$ cat src/hw/rtl/dze_pkg.sv
// ----------------------------------------------------------------------------
// dze_pkg: shared types and helpers for the delta zigzag entry encoder
// Field widths, stage payload types, zigzag mapping and byte counting.
// ----------------------------------------------------------------------------
package dze_pkg;

   localparam int FIELD_COUNT = 3;
   localparam int WORD_W      = 64;
   localparam int BYTE_W      = 8;
   localparam int CNT_W       = 4;
   localparam int LEN_W       = 5;
   localparam int BYTE_SEL_W  = 3;
   localparam int FIELD_SEL_W = 2;

   typedef logic [FIELD_COUNT-1:0][WORD_W-1:0] word_set_type;
   typedef logic [FIELD_COUNT-1:0][CNT_W-1:0]  cnt_set_type;

   // An encoded entry as it travels into the byte serializer.
   typedef struct packed {
      word_set_type      enc;
      cnt_set_type       cnt;
      logic [LEN_W-1:0]  total;
   } zz_item_type;

   // Zigzag: move the sign into bit 0 so small magnitudes stay small.
   function automatic logic [WORD_W-1:0] zigzag(input logic [WORD_W-1:0] d);
      return {d[WORD_W-2:0], 1'b0} ^ {WORD_W{d[WORD_W-1]}};
   endfunction

   // Number of bytes up to and including the highest nonzero byte.
   function automatic logic [CNT_W-1:0] byte_count(input logic [WORD_W-1:0] v);
      logic [CNT_W-1:0] c;
      c = '0;
      for (int i = 0; i < WORD_W / BYTE_W; i++) begin
         if (|v[i*BYTE_W +: BYTE_W]) begin
            c = CNT_W'(i + 1);
         end
      end
      return c;
   endfunction

endpackage

$ cat src/hw/rtl/dze_delta.sv
// ----------------------------------------------------------------------------
// dze_delta: difference stage
// Registers the three wrapping 64-bit differences of new minus previous.
// ----------------------------------------------------------------------------
module dze_delta
   import dze_pkg::*;
(
   input  logic         clock,
   input  logic         reset,
   input  logic         in_valid,
   output logic         in_ready,
   input  word_set_type new_set,
   input  word_set_type prev_set,
   output logic         out_valid,
   input  logic         out_ready,
   output word_set_type out_diff
);

   logic         valid_ff, valid_in;
   word_set_type diff_ff, diff_in;

   always_comb begin
      in_ready = !valid_ff || out_ready;
      valid_in = in_ready ? in_valid : valid_ff;
      diff_in  = diff_ff;
      if (in_valid && in_ready) begin
         for (int i = 0; i < FIELD_COUNT; i++) begin
            diff_in[i] = new_set[i] - prev_set[i];
         end
      end
   end

   always_ff @(posedge clock) begin
      if (reset) begin
         valid_ff <= 1'b0;
      end else begin
         valid_ff <= valid_in;
      end
      diff_ff <= diff_in;
   end

   assign out_valid = valid_ff;
   assign out_diff  = diff_ff;

endmodule

$ cat src/hw/rtl/dze_zigzag.sv
// ----------------------------------------------------------------------------
// dze_zigzag: zigzag and length stage
// Zigzag-encodes each difference and registers its byte count and the total.
// ----------------------------------------------------------------------------
module dze_zigzag
   import dze_pkg::*;
(
   input  logic         clock,
   input  logic         reset,
   input  logic         in_valid,
   output logic         in_ready,
   input  word_set_type in_diff,
   output logic         out_valid,
   input  logic         out_ready,
   output zz_item_type  out_item
);

   logic        valid_ff, valid_in;
   zz_item_type item_ff, item_in;
   logic [LEN_W-1:0] total;

   always_comb begin
      in_ready = !valid_ff || out_ready;
      valid_in = in_ready ? in_valid : valid_ff;
      item_in  = item_ff;
      total    = LEN_W'(2);
      if (in_valid && in_ready) begin
         for (int i = 0; i < FIELD_COUNT; i++) begin
            item_in.enc[i] = zigzag(in_diff[i]);
            item_in.cnt[i] = byte_count(item_in.enc[i]);
            total          = total + LEN_W'(item_in.cnt[i]);
         end
         item_in.total = total;
      end
   end

   always_ff @(posedge clock) begin
      if (reset) begin
         valid_ff <= 1'b0;
      end else begin
         valid_ff <= valid_in;
      end
      item_ff <= item_in;
   end

   assign out_valid = valid_ff;
   assign out_item  = item_ff;

endmodule

$ cat src/hw/rtl/dze_serial.sv
// ----------------------------------------------------------------------------
// dze_serial: byte serializer
// Emits the two header bytes and then the counted bytes of each field.
// ----------------------------------------------------------------------------
module dze_serial
   import dze_pkg::*;
(
   input  logic              clock,
   input  logic              reset,
   input  logic              in_valid,
   output logic              in_ready,
   input  zz_item_type       in_item,
   output logic              out_valid,
   input  logic              out_stall,
   output logic [BYTE_W-1:0] out_byte,
   output logic              out_last
);

   typedef enum logic [1:0] {
      HDR_LO,
      HDR_HI,
      BODY
   } phase_type;

   logic                   busy_ff, busy_in;
   phase_type              phase_ff, phase_in;
   logic [FIELD_SEL_W-1:0] fld_ff, fld_in;
   logic [BYTE_SEL_W-1:0]  byt_ff, byt_in;
   logic [LEN_W-1:0]       rem_ff, rem_in;
   zz_item_type            item_ff, item_in;
   logic                   out_valid_ff, out_valid_in;
   logic [BYTE_W-1:0]      out_byte_ff, out_byte_in;
   logic                   out_last_ff, out_last_in;

   logic              out_upd, emit, is_last, load;
   logic [BYTE_W-1:0] byte_cur;

   // First field at or after 'from' that has any bytes to send.
   function automatic logic [FIELD_SEL_W-1:0] next_field(
      input cnt_set_type            cnt,
      input logic [FIELD_SEL_W:0]   from
   );
      logic [FIELD_SEL_W-1:0] res;
      res = '0;
      for (int i = FIELD_COUNT - 1; i >= 0; i--) begin
         if ((FIELD_SEL_W + 1)'(i) >= from && cnt[i] != '0) begin
            res = FIELD_SEL_W'(i);
         end
      end
      return res;
   endfunction

   always_comb begin
      out_upd  = !out_valid_ff || !out_stall;
      emit     = busy_ff && out_upd;
      is_last  = (rem_ff == LEN_W'(1));
      in_ready = !busy_ff || (emit && is_last);
      load     = in_valid && in_ready;

      case (phase_ff)
         HDR_LO:  byte_cur = {item_ff.cnt[1], item_ff.cnt[0]};
         HDR_HI:  byte_cur = {{(BYTE_W - CNT_W){1'b0}}, item_ff.cnt[2]};
         default: byte_cur = item_ff.enc[fld_ff][{byt_ff, 3'b000} +: BYTE_W];
      endcase

      busy_in  = busy_ff;
      phase_in = phase_ff;
      fld_in   = fld_ff;
      byt_in   = byt_ff;
      rem_in   = rem_ff;
      item_in  = item_ff;

      if (emit) begin
         rem_in = rem_ff - LEN_W'(1);
         unique case (phase_ff)
            HDR_LO: begin
               phase_in = HDR_HI;
            end
            HDR_HI: begin
               phase_in = BODY;
               fld_in   = next_field(item_ff.cnt, '0);
               byt_in   = '0;
            end
            default: begin
               if (CNT_W'(byt_ff) + CNT_W'(1) == item_ff.cnt[fld_ff]) begin
                  fld_in = next_field(item_ff.cnt,
                                      {1'b0, fld_ff} + (FIELD_SEL_W + 1)'(1));
                  byt_in = '0;
               end else begin
                  byt_in = byt_ff + BYTE_SEL_W'(1);
               end
            end
         endcase
         if (is_last) begin
            busy_in = 1'b0;
         end
      end

      if (load) begin
         item_in  = in_item;
         busy_in  = 1'b1;
         phase_in = HDR_LO;
         rem_in   = in_item.total;
         fld_in   = '0;
         byt_in   = '0;
      end

      out_valid_in = out_valid_ff;
      out_byte_in  = out_byte_ff;
      out_last_in  = out_last_ff;
      if (out_upd) begin
         out_valid_in = busy_ff;
         out_byte_in  = byte_cur;
         out_last_in  = is_last;
      end
   end

   always_ff @(posedge clock) begin
      if (reset) begin
         busy_ff      <= 1'b0;
         phase_ff     <= HDR_LO;
         out_valid_ff <= 1'b0;
      end else begin
         busy_ff      <= busy_in;
         phase_ff     <= phase_in;
         out_valid_ff <= out_valid_in;
      end
      fld_ff      <= fld_in;
      byt_ff      <= byt_in;
      rem_ff      <= rem_in;
      item_ff     <= item_in;
      out_byte_ff <= out_byte_in;
      out_last_ff <= out_last_in;
   end

   assign out_valid = out_valid_ff;
   assign out_byte  = out_byte_ff;
   assign out_last  = out_last_ff;

endmodule

$ cat src/hw/rtl/delta_zigzag_entry_encoder.sv
// ----------------------------------------------------------------------------
// delta_zigzag_entry_encoder: delta, zigzag and group-length entry encoder
// Path: an accepted item is registered by dze_delta, dze_zigzag and the
// serializer in turn, and its bytes then pass through an output register.
// Length: 2 + (sum of field byte counts) bytes per item, 2 to 26.
// Reset: synchronous; empties every stage and drops any item in flight.
// ----------------------------------------------------------------------------
//
// Each input item is a new search entry and the entry before it. The block
// subtracts each field of the previous entry from the new one (wrapping at
// 64 bits), zigzag-encodes the difference, and counts its low bytes up to
// the highest nonzero byte. The result is a byte stream: a little-endian 16-bit
// header with one byte count per nibble (hash, inode, id, top nibble zero),
// followed by the counted bytes of each field, least significant first.
//
// Pipeline:
//   stage 1 (dze_delta)  - three 64-bit subtractions.
//   stage 2 (dze_zigzag) - zigzag mapping, byte counts and total length.
//   stage 3 (dze_serial) - holds one encoded item and walks through its
//                          bytes, one per cycle while the output is not stalled, into an output register.
// Every stage has its own valid bit and moves forward whenever the stage
// after it is empty or handing on, so the first two stages fill with the
// next items while the serializer is busy or the output register is stalled.
module delta_zigzag_entry_encoder
   import dze_pkg::*;
(
   input  logic              clock,
   input  logic              reset,

   input  logic              req_valid,
   output logic              req_stall,
   input  logic [WORD_W-1:0] req_new_hash,
   input  logic [WORD_W-1:0] req_new_inode,
   input  logic [WORD_W-1:0] req_new_ident,
   input  logic [WORD_W-1:0] req_prev_hash,
   input  logic [WORD_W-1:0] req_prev_inode,
   input  logic [WORD_W-1:0] req_prev_ident,

   output logic              rsp_valid,
   input  logic              rsp_stall,
   output logic [BYTE_W-1:0] rsp_out_byte,
   output logic              rsp_last_byte
);

   // Field order inside the packed sets is hash, inode, id from index 0 up,
   // which is also the order of the header nibbles and of the body bytes.
   word_set_type new_set, prev_set, diff;
   zz_item_type  zz_item;
   logic         req_ready;
   logic         diff_valid, diff_ready;
   logic         zz_valid, zz_ready;

   assign new_set  = {req_new_ident, req_new_inode, req_new_hash};
   assign prev_set = {req_prev_ident, req_prev_inode, req_prev_hash};

   dze_delta u_delta (
      .clock     (clock),
      .reset     (reset),
      .in_valid  (req_valid),
      .in_ready  (req_ready),
      .new_set   (new_set),
      .prev_set  (prev_set),
      .out_valid (diff_valid),
      .out_ready (diff_ready),
      .out_diff  (diff)
   );

   dze_zigzag u_zigzag (
      .clock     (clock),
      .reset     (reset),
      .in_valid  (diff_valid),
      .in_ready  (diff_ready),
      .in_diff   (diff),
      .out_valid (zz_valid),
      .out_ready (zz_ready),
      .out_item  (zz_item)
   );

   // The serializer takes a new item in the same cycle that the last byte
   // of the current one moves into the output register.
   dze_serial u_serial (
      .clock     (clock),
      .reset     (reset),
      .in_valid  (zz_valid),
      .in_ready  (zz_ready),
      .in_item   (zz_item),
      .out_valid (rsp_valid),
      .out_stall (rsp_stall),
      .out_byte  (rsp_out_byte),
      .out_last  (rsp_last_byte)
   );

   assign req_stall = !req_ready;

endmodule

$ cat config.mk
export PLATFORM = sky130hd
export DESIGN_NAME = delta_zigzag_entry_encoder
export DESIGN_NICKNAME = d
export VERILOG_FILES = /design/src/hw/rtl/dze_pkg.sv /design/src/hw/rtl/dze_delta.sv /design/src/hw/rtl/dze_zigzag.sv /design/src/hw/rtl/dze_serial.sv /design/src/hw/rtl/delta_zigzag_entry_encoder.sv
export SDC_FILE = /design/constraint.sdc
export NUM_CORES = 1
export LEC_CHECK = 0
export ABC_AREA = 1
export BUFFER_PORTS_ARGS = -buffer_cell sky130_fd_sc_hd__buf_2
export CAP_MARGIN = 40
export CORE_UTILIZATION = 45
export CTS_CLUSTER_DIAMETER = 30
export CTS_CLUSTER_SIZE = 12
export DETAILED_ROUTE_END_ITERATION = 8
export PLACE_DENSITY = 0.69
export SYNTH_ARGS = -nofsm -noshare
export SYNTH_HDL_FRONTEND = slang
export SYNTH_HIERARCHICAL = 1
export SYNTH_SLANG_ARGS = --single-unit
$ cat constraint.sdc
create_clock -name clock -period 15.1 [get_ports clock]
set_input_delay 0 -clock clock [delete_from_list [all_inputs] [get_ports clock]]
set_output_delay 0 -clock clock [all_outputs]
set_load 0.005 [all_outputs]
==> key figures, run 1 <==
Place
  – IO Port Bufs: 398
  – Routability cong.: 1.015
  – DP HPWL: 104.1 mm
  – Cell Count Post-Placement: 7480

Layout
  – Diodes inserted: 0
  – Final core occ: 56.24%
  – Reg area: 18810 sq um
  – Commonest non-fill, non-tap cell in the layout: nand2_1
  – Area delta synth->final: 23.98%
  – Final-layout fill cell count: 8811
  – Final nets: 7228
  – Multi-input combinational cell area: 18850 sq um
  – Commonest cells after routing, fill and taps aside: nand2_1, inv_1, edfxtp_1
  – Layout cells sized above 1: 10.74%
  – Post-Layout Cell Count: 7995

Yosys
  – Synth cell types: 46
  – Mapped cell area: 43040 sq um
  – Synth Area in XOR/XNOR: 5.009%
  – Post-synth top flop: edfxtp_1
  – Largest family of logic cells by synthesized area: simple AND/OR/NAND/NOR gates
  – Syn nets: 6447
  – Multiplexer share of the synthesized area: 0%
  – Synth warn: 6
  – Syn Area/Cell: 7.353 sq um
  – Asr flop ratio synth: 0%
  – Post-synthesis adder-cell area fraction: 6.111%
  – Post-synthesis sequential area ratio: 43.70%
  – Post-Syn Instances: 5853
  – Compound-Gate Fraction of Synth Area: 2.579%
  – EDFF count, synth: 619
  – FF+latch count, synth: 630
  – Simple-Gate Fraction of Synth Area: 30.05%

Setup path
  – Critical path peak fanout: 64
  – Critical path endpoint category: flip-flop
  – Worst path cell trace: buf_4 -> xor2_1 -> nor2_1 -> nand2_1 -> nor2_1 -> inv_1 -> a21oi_1 -> inv_1 -> fa_1 -> inv_1 -> ha_1 -> a21oi_1 -> nor2_1 -> nor2_1 -> xor2_1
  – Crit-path most repeated cell: nor2_1
  – Reg2Reg Depth: 15
  – Worst path top cell family by delay: buffers and inverters
  – Reg2reg end: u_zigzag/out_item[4]
  – Worst path buffer plus inverter count: 4
  – Required @ worst endpoint: 15490 ps
  – Crit Path Class: flip-flop to flip-flop
  – Worst setup SP type: flip-flop
  – Slowest cell on the critical path: buf_4
  – Flop-to-flop setup slack: 11000 ps
  – CP max stage delay: 610 ps
  – Worst Path Arrival: 4500 ps
  – Crit Reg-Reg Startpoint: u_delta/out_diff[191]

Power and ir drop
  – Leakage: 27.58 nW
  – Worst IR drop on VDD: 0.0001016 V
  – Switching power: 0.001749 W
  – Combinational Power Share: 21.1%
  – Cell area power density: 111.9 nW/um^2
  – P_int: 0.004221 W
  – Sw Share: 29.30%
  – Clock Power Share: 41.7%
  – Power share of the sequential group: 37.2%

Timing
  – Period utilization: 27.18%
  – RSZ-0062 raised after global routing: no
  – Setup violation total in the final timing report: 0
  – Setup Total Neg Slack: 0 ps
  – Min cycle time layout: 4105 ps
  – Fin Hold WS: 5.627 ps
  – Max Freq: 243.6 MHz
  – Final Hold Viols: 0
  – Actual slew at the worst max-slew pin: 872.0 ps
  – Max Slew Vio Count: 0
  – Clock skew: 30.29 ps
  – Max-slew headroom: 41.87%

CTS
  – CTS clk-pin slew, worst paths: 50 ps
  – Clock Sinks: 630
  – Total CTS buffers: 113
  – Max H-tree Level: 3
  – Worst-Skew Late Latency: 670 ps
  – CTS Buffer Depth: 3
  – CTS tree: built
  – Total setup buffers inserted after CTS: 0
  – Resized cells post-CTS: 0
  – Root Buffer: clkbuf_16

Route
  – Post-route DRC violation count: 0
  – Antenna viol nets, final: 0
  – Vias/cell: 4.806
  – Via count: 38430
  – Final wirelength: 131.1 mm
  – Detailed Route Iter0 Violations: 3494
  – Wire per inst: 16.40 microns
  – Pre-Repair DR Iteration Count: 6

Global route
  – Initial antenna violation count: 1
  – First-pass GRT wire length: 199.0 mm
  – Largest net degree at the start of global routing: 74
  – Gr usage total: 26.71%
  – Total gr overflow: 0
  – Vias in the first global route: 36710

Floorplanning
  – Io pins: 399
  – Initial Util: 45.36%
  – Die width: 311.2 microns
  – Die Area: 96870 sq um
  – Die Ht: 311.2 microns
  – Row count: 113
  – Std-Cell Core Area: 94870 sq um

Min path
  – Worst Hold Path Cells: 5
  – Worst Hold Endpoint: u_delta/out_diff[37]
  – Hold Path Origin: req_prev_hash[37]
  – HP Class: input port to flip-flop

Run
  – Max-Cap Viols: 0

Status
  – Run status: finished clean
## flip-flops by register name (all words and copies together) (netlist names)
signal,flops
u_delta/out_diff,192
u_delta/out_valid,1
u_serial/busy_ff,1
u_serial/byt_ff,3
u_serial/fld_ff,2
u_serial/item_ff,204
u_serial/out_byte,8
u_serial/out_last,1
u_serial/out_valid,1
u_serial/phase_ff,2
u_serial/rem_ff,5
u_zigzag/out_item,209
u_zigzag/out_valid,1
## what timing repair did
action | CTS | global route
endpoints found under the hold margin | 184 | 0
endpoints found under the setup margin | 0 | 0
hold buffers | 303 | 0
## cells by family after synthesis
| logic type | after synthesis |
|---|---|
| AOI/OAI and AO/OA | 213 |
| xor gates and xnor gates | 244 |
| adders and majority gates | 206 |
| buffers and inverters | 1377 |
| DFF | 630 |
| and+or+nand+nor | 3183 |
## through the flow
step	setup WS, ps	cell area, sq um	power, W
floorplan	3177	43040	0.003035
global placement	11160	46310	0.003383
detailed placement	11100	46480	0.003406
CTS	11050	53330	0.005988
global route	10790	53360	0.006232
finish	11000	53360	0.005970
## worst min-delay path, delay by kind of cell
kind	cells	cell delay, ps
adder cells (fa/ha/maj)	1	210
buffers and inverters	2	140
AND/OR/NAND/NOR	2	180
## cells in the mapped netlist (5+ instances only)
library cell     n  share of area [%]
a21oi_1        182                2.1
buf_2           16               0.19
buf_4           16               0.28
buf_6           17               0.44
clkbuf_1         5              0.044
dfxtp_1         11               0.51
edfxtp_1       619                 43
fa_1             7               0.33
ha_1           199                5.8
inv_1         1299                 11
inv_2           15               0.13
nand2_1       2268                 20
nand2_2         36               0.52
nand3_1        280                3.3
nand3_2         11               0.26
nand4_1         61               0.89
nor2_1         422                3.7
nor2_2          26               0.38
nor2_4           7               0.18
nor3_1          42               0.49
nor3_2           6               0.14
nor4_1           9               0.13
o21ai_0         14               0.16
o21bai_1         7               0.12
xnor2_1         42               0.85
xor2_1         201                4.1
## routing by layer
layer	vias to the layer above	share of wire (%)	routed length, microns	GRT usage (%)
met4	0	2.2	2897	6.762
met5	-	0	0	0
met2	1234	47	61540	45.02
met1	17490	43	56760	35.27
met3	177	7.6	9917	4.959
li1	19530	-	-	-
## worst max path at each step
stage | startpoint | to | slack [ps] | cells past startpoint
2_1_floorplan | u_serial/out_valid | u_zigzag/out_item[0] | 3180 | 5
3_3_place_gp | u_delta/out_diff[191] | u_zigzag/out_item[4] | 11160 | 15
3_5_place_dp | u_delta/out_diff[191] | u_zigzag/out_item[4] | 11100 | 15
4_1_cts | u_delta/out_diff[191] | u_zigzag/out_item[4] | 11050 | 15
5_1_grt | u_delta/out_diff[191] | u_zigzag/out_item[3] | 10790 | 15
6_report | u_delta/out_diff[191] | u_zigzag/out_item[4] | 11000 | 15
## area by class of cell
| type | count | area share, % |
|---|---|---|
| clock inverter | 89 | 1.733 |
| timing repair buffer | 722 | 9.976 |
| sequential | 630 | 35.25 |
| tap | 1265 | 2.966 |
| multi-input combinational | 3846 | 35.33 |
| inverter | 1321 | 9.321 |
| clock buffer | 122 | 5.422 |
## power by group through the flow
stage | combinational [W] | sequential [W] | clock (W)
2_1_floorplan | 0.000802 | 0.00223 | 0
3_3_place_gp | 0.00113 | 0.00225 | 0
3_5_place_dp | 0.00115 | 0.00225 | 0
4_1_cts | 0.00125 | 0.00222 | 0.00252
5_1_grt | 0.00140 | 0.00223 | 0.00260
6_report | 0.00126 | 0.00222 | 0.00249
No activity file was read; power rests on OpenSTA's default activity.
==> run 2, diff against run 1 <==
clock period = 3.8 ns   (was 15.1 ns; I/O delays follow)
==> key figures, run 2 (same netlist as run 1, synthesis figures left out) <==
CTS
  – Worst-Skew Late Latency: 660 ps
  – CTS tree: built
  – CTS Hold Bufs: 310
  – Total setup buffers inserted after CTS: 0
  – Clock Sinks: 630
  – Resized cells post-CTS: 0
  – CTS Buffer Depth: 3
  – Root Buffer: clkbuf_16
  – Total CTS buffers: 107
  – Max H-tree Level: 3
  – CTS clk-pin slew, worst paths: 50 ps

Layout
  – Max reg flops: 209
  – Final core occ: 56.33%
  – Diodes inserted: 0
  – Final nets: 7237
  – Area delta synth->final: 24.17%
  – Final-layout fill cell count: 8780
  – Commonest cells after routing, fill and taps aside: nand2_1, inv_1, edfxtp_1
  – Layout cells sized above 1: 10.92%
  – Commonest non-fill, non-tap cell in the layout: nand2_1
  – Multi-input combinational cell area: 18860 sq um
  – Final instance area: 53440 sq um
  – Reg area: 18810 sq um

Setup path
  – CP max stage delay: 510 ps
  – WP depth: 16
  – Crit. Startpoint: u_delta/out_diff[127]
  – Critical path peak fanout: 55
  – Worst path buffer plus inverter count: 4
  – Crit Path Class: flip-flop to flip-flop
  – Critical path endpoint category: flip-flop
  – Crit Reg-Reg Startpoint: u_delta/out_diff[127]
  – Crit-path most repeated cell: nor2_1
  – Slowest cell on the critical path: fa_1
  – Required @ worst endpoint: 4200 ps
  – Worst setup SP type: flip-flop
  – Worst Setup EP: u_zigzag/out_item[4]
  – Flop-to-flop setup slack: 320 ps
  – Reg2reg end: u_zigzag/out_item[4]
  – Worst path cell trace: buf_12 -> buf_4 -> xor2_1 -> nor2_1 -> nor3b_1 -> nand3_1 -> nor2_2 -> a21oi_2 -> inv_1 -> fa_1 -> inv_1 -> ha_1 -> a21oi_1 -> nor2_1 -> nor2_1 -> xor2_1
  – Worst path top cell family by delay: adder cells
  – Worst Path Arrival: 3870 ps
  – Reg2Reg Depth: 16

Place
  – Placed cell areas: 46560 sq um
  – DP HPWL: 106.7 mm
  – Post-place setup slack: 351.6 ps
  – IO Port Bufs: 398
  – Routability cong.: 1.045

Timing
  – Max-slew headroom: 46.96%
  – Max Slew Vio Count: 0
  – Clock skew: 26.50 ps
  – Max Freq: 287.8 MHz
  – RSZ-0062 raised after global routing: no
  – Min cycle time layout: 3475 ps
  – Period utilization: 91.45%
  – Setup Total Neg Slack: 0 ps
  – Actual slew at the worst max-slew pin: 787.3 ps
  – Post-route worst setup slack: 325.0 ps
  – Setup violation total in the final timing report: 0
  – Final Hold Viols: 0

Power and ir drop
  – Final Total Pwr: 0.02378 W
  – Clock Power Share: 41.6%
  – Combinational Power Share: 21.4%
  – Switching power: 0.007017 W
  – Sw Share: 29.50%
  – P_int: 0.01677 W
  – Worst IR drop on VDD: 0.0003812 V
  – Leakage: 27.61 nW
  – Power share of the sequential group: 37.0%
  – Cell area power density: 445.0 nW/um^2

Floorplanning
  – Row count: 113
  – Std-Cell Core Area: 94870 sq um
  – Io pins: 399
  – Initial Util: 45.36%
  – Die Area: 96870 sq um
  – Die width: 311.2 microns
  – Die Ht: 311.2 microns

Route
  – Pre-Repair DR Iteration Count: 6
  – Via count: 38480
  – Wire per inst: 16.72 microns
  – Antenna viol nets, final: 0
  – Detailed Route Iter0 Violations: 3392
  – Final wirelength: 133.8 mm
  – Vias/cell: 4.808
  – Post-route DRC violation count: 0

Run
  – Max-Cap Viols: 0

Global route
  – Largest net degree at the start of global routing: 106
  – Initial antenna violation count: 1
  – Vias in the first global route: 36760
  – Total gr overflow: 0
  – First-pass GRT wire length: 203.5 mm
  – Gr usage total: 27.40%

Status
  – Run status: finished clean

Min path
  – HP Class: input port to flip-flop
  – Hold Path Origin: req_prev_inode[58]
run 2: layer usage:
metal / up-vias / GRT usage [%] / wire length [microns]
met5: - / 0 / 7
met4: 2 / 6.605 / 2767
met3: 178 / 5.272 / 10270
met2: 1223 / 45.93 / 62730
met1: 17530 / 36.40 / 58000
li1: 19540 / - / -
run 2: tightest hold or removal path: stages:
cell and delay [ps]:
buf_2 90, inv_1 40, ha_1 240, nand3_1 100
nand2_1 70
run 2: worst min-delay path by stage:
stage,to,slack [ps],cells past startpoint
final,u_delta/out_diff[122],9,5
after detailed placement,u_delta/out_valid,240,2
after floorplan,u_delta/out_valid,70,1
after global placement,u_serial/out_valid,230,2
after CTS,u_delta/out_diff[163],0.2,5
after global routing,u_delta/out_diff[171],30,5
run 2: power groups by stage:
stage / Combinational, W / Clock [W] / Sequential (W)
3_5_place_dp: 0.00463 / 0 / 0.00895
6_report: 0.00508 / 0.00989 / 0.00881
3_3_place_gp: 0.00457 / 0 / 0.00894
2_1_floorplan: 0.00319 / 0 / 0.00882
5_1_grt: 0.00564 / 0.0103 / 0.00885
4_1_cts: 0.00503 / 0.0100 / 0.00882
run 2: final cells by class:
cell class                      instances  share of cell area, %
Multi-Input combinational cell       3846                  35.30
Sequential cell                       630                  35.20
Timing Repair Buffer                  737                  10.18
Inverter                             1321                  9.307
Clock buffer                          118                  5.128
Tap cell                             1265                  2.962
Clock inverter                         85                  1.934
run 2: metrics by stage:
step | std cells | hold slack, ps
floorplan | 5853 | 69.07
global placement | 7489 | 228.9
detailed placement | 7489 | 236.9
CTS | 8002 | 0.1638
global route | 8002 | 25.93
finish | 8002 | 8.856
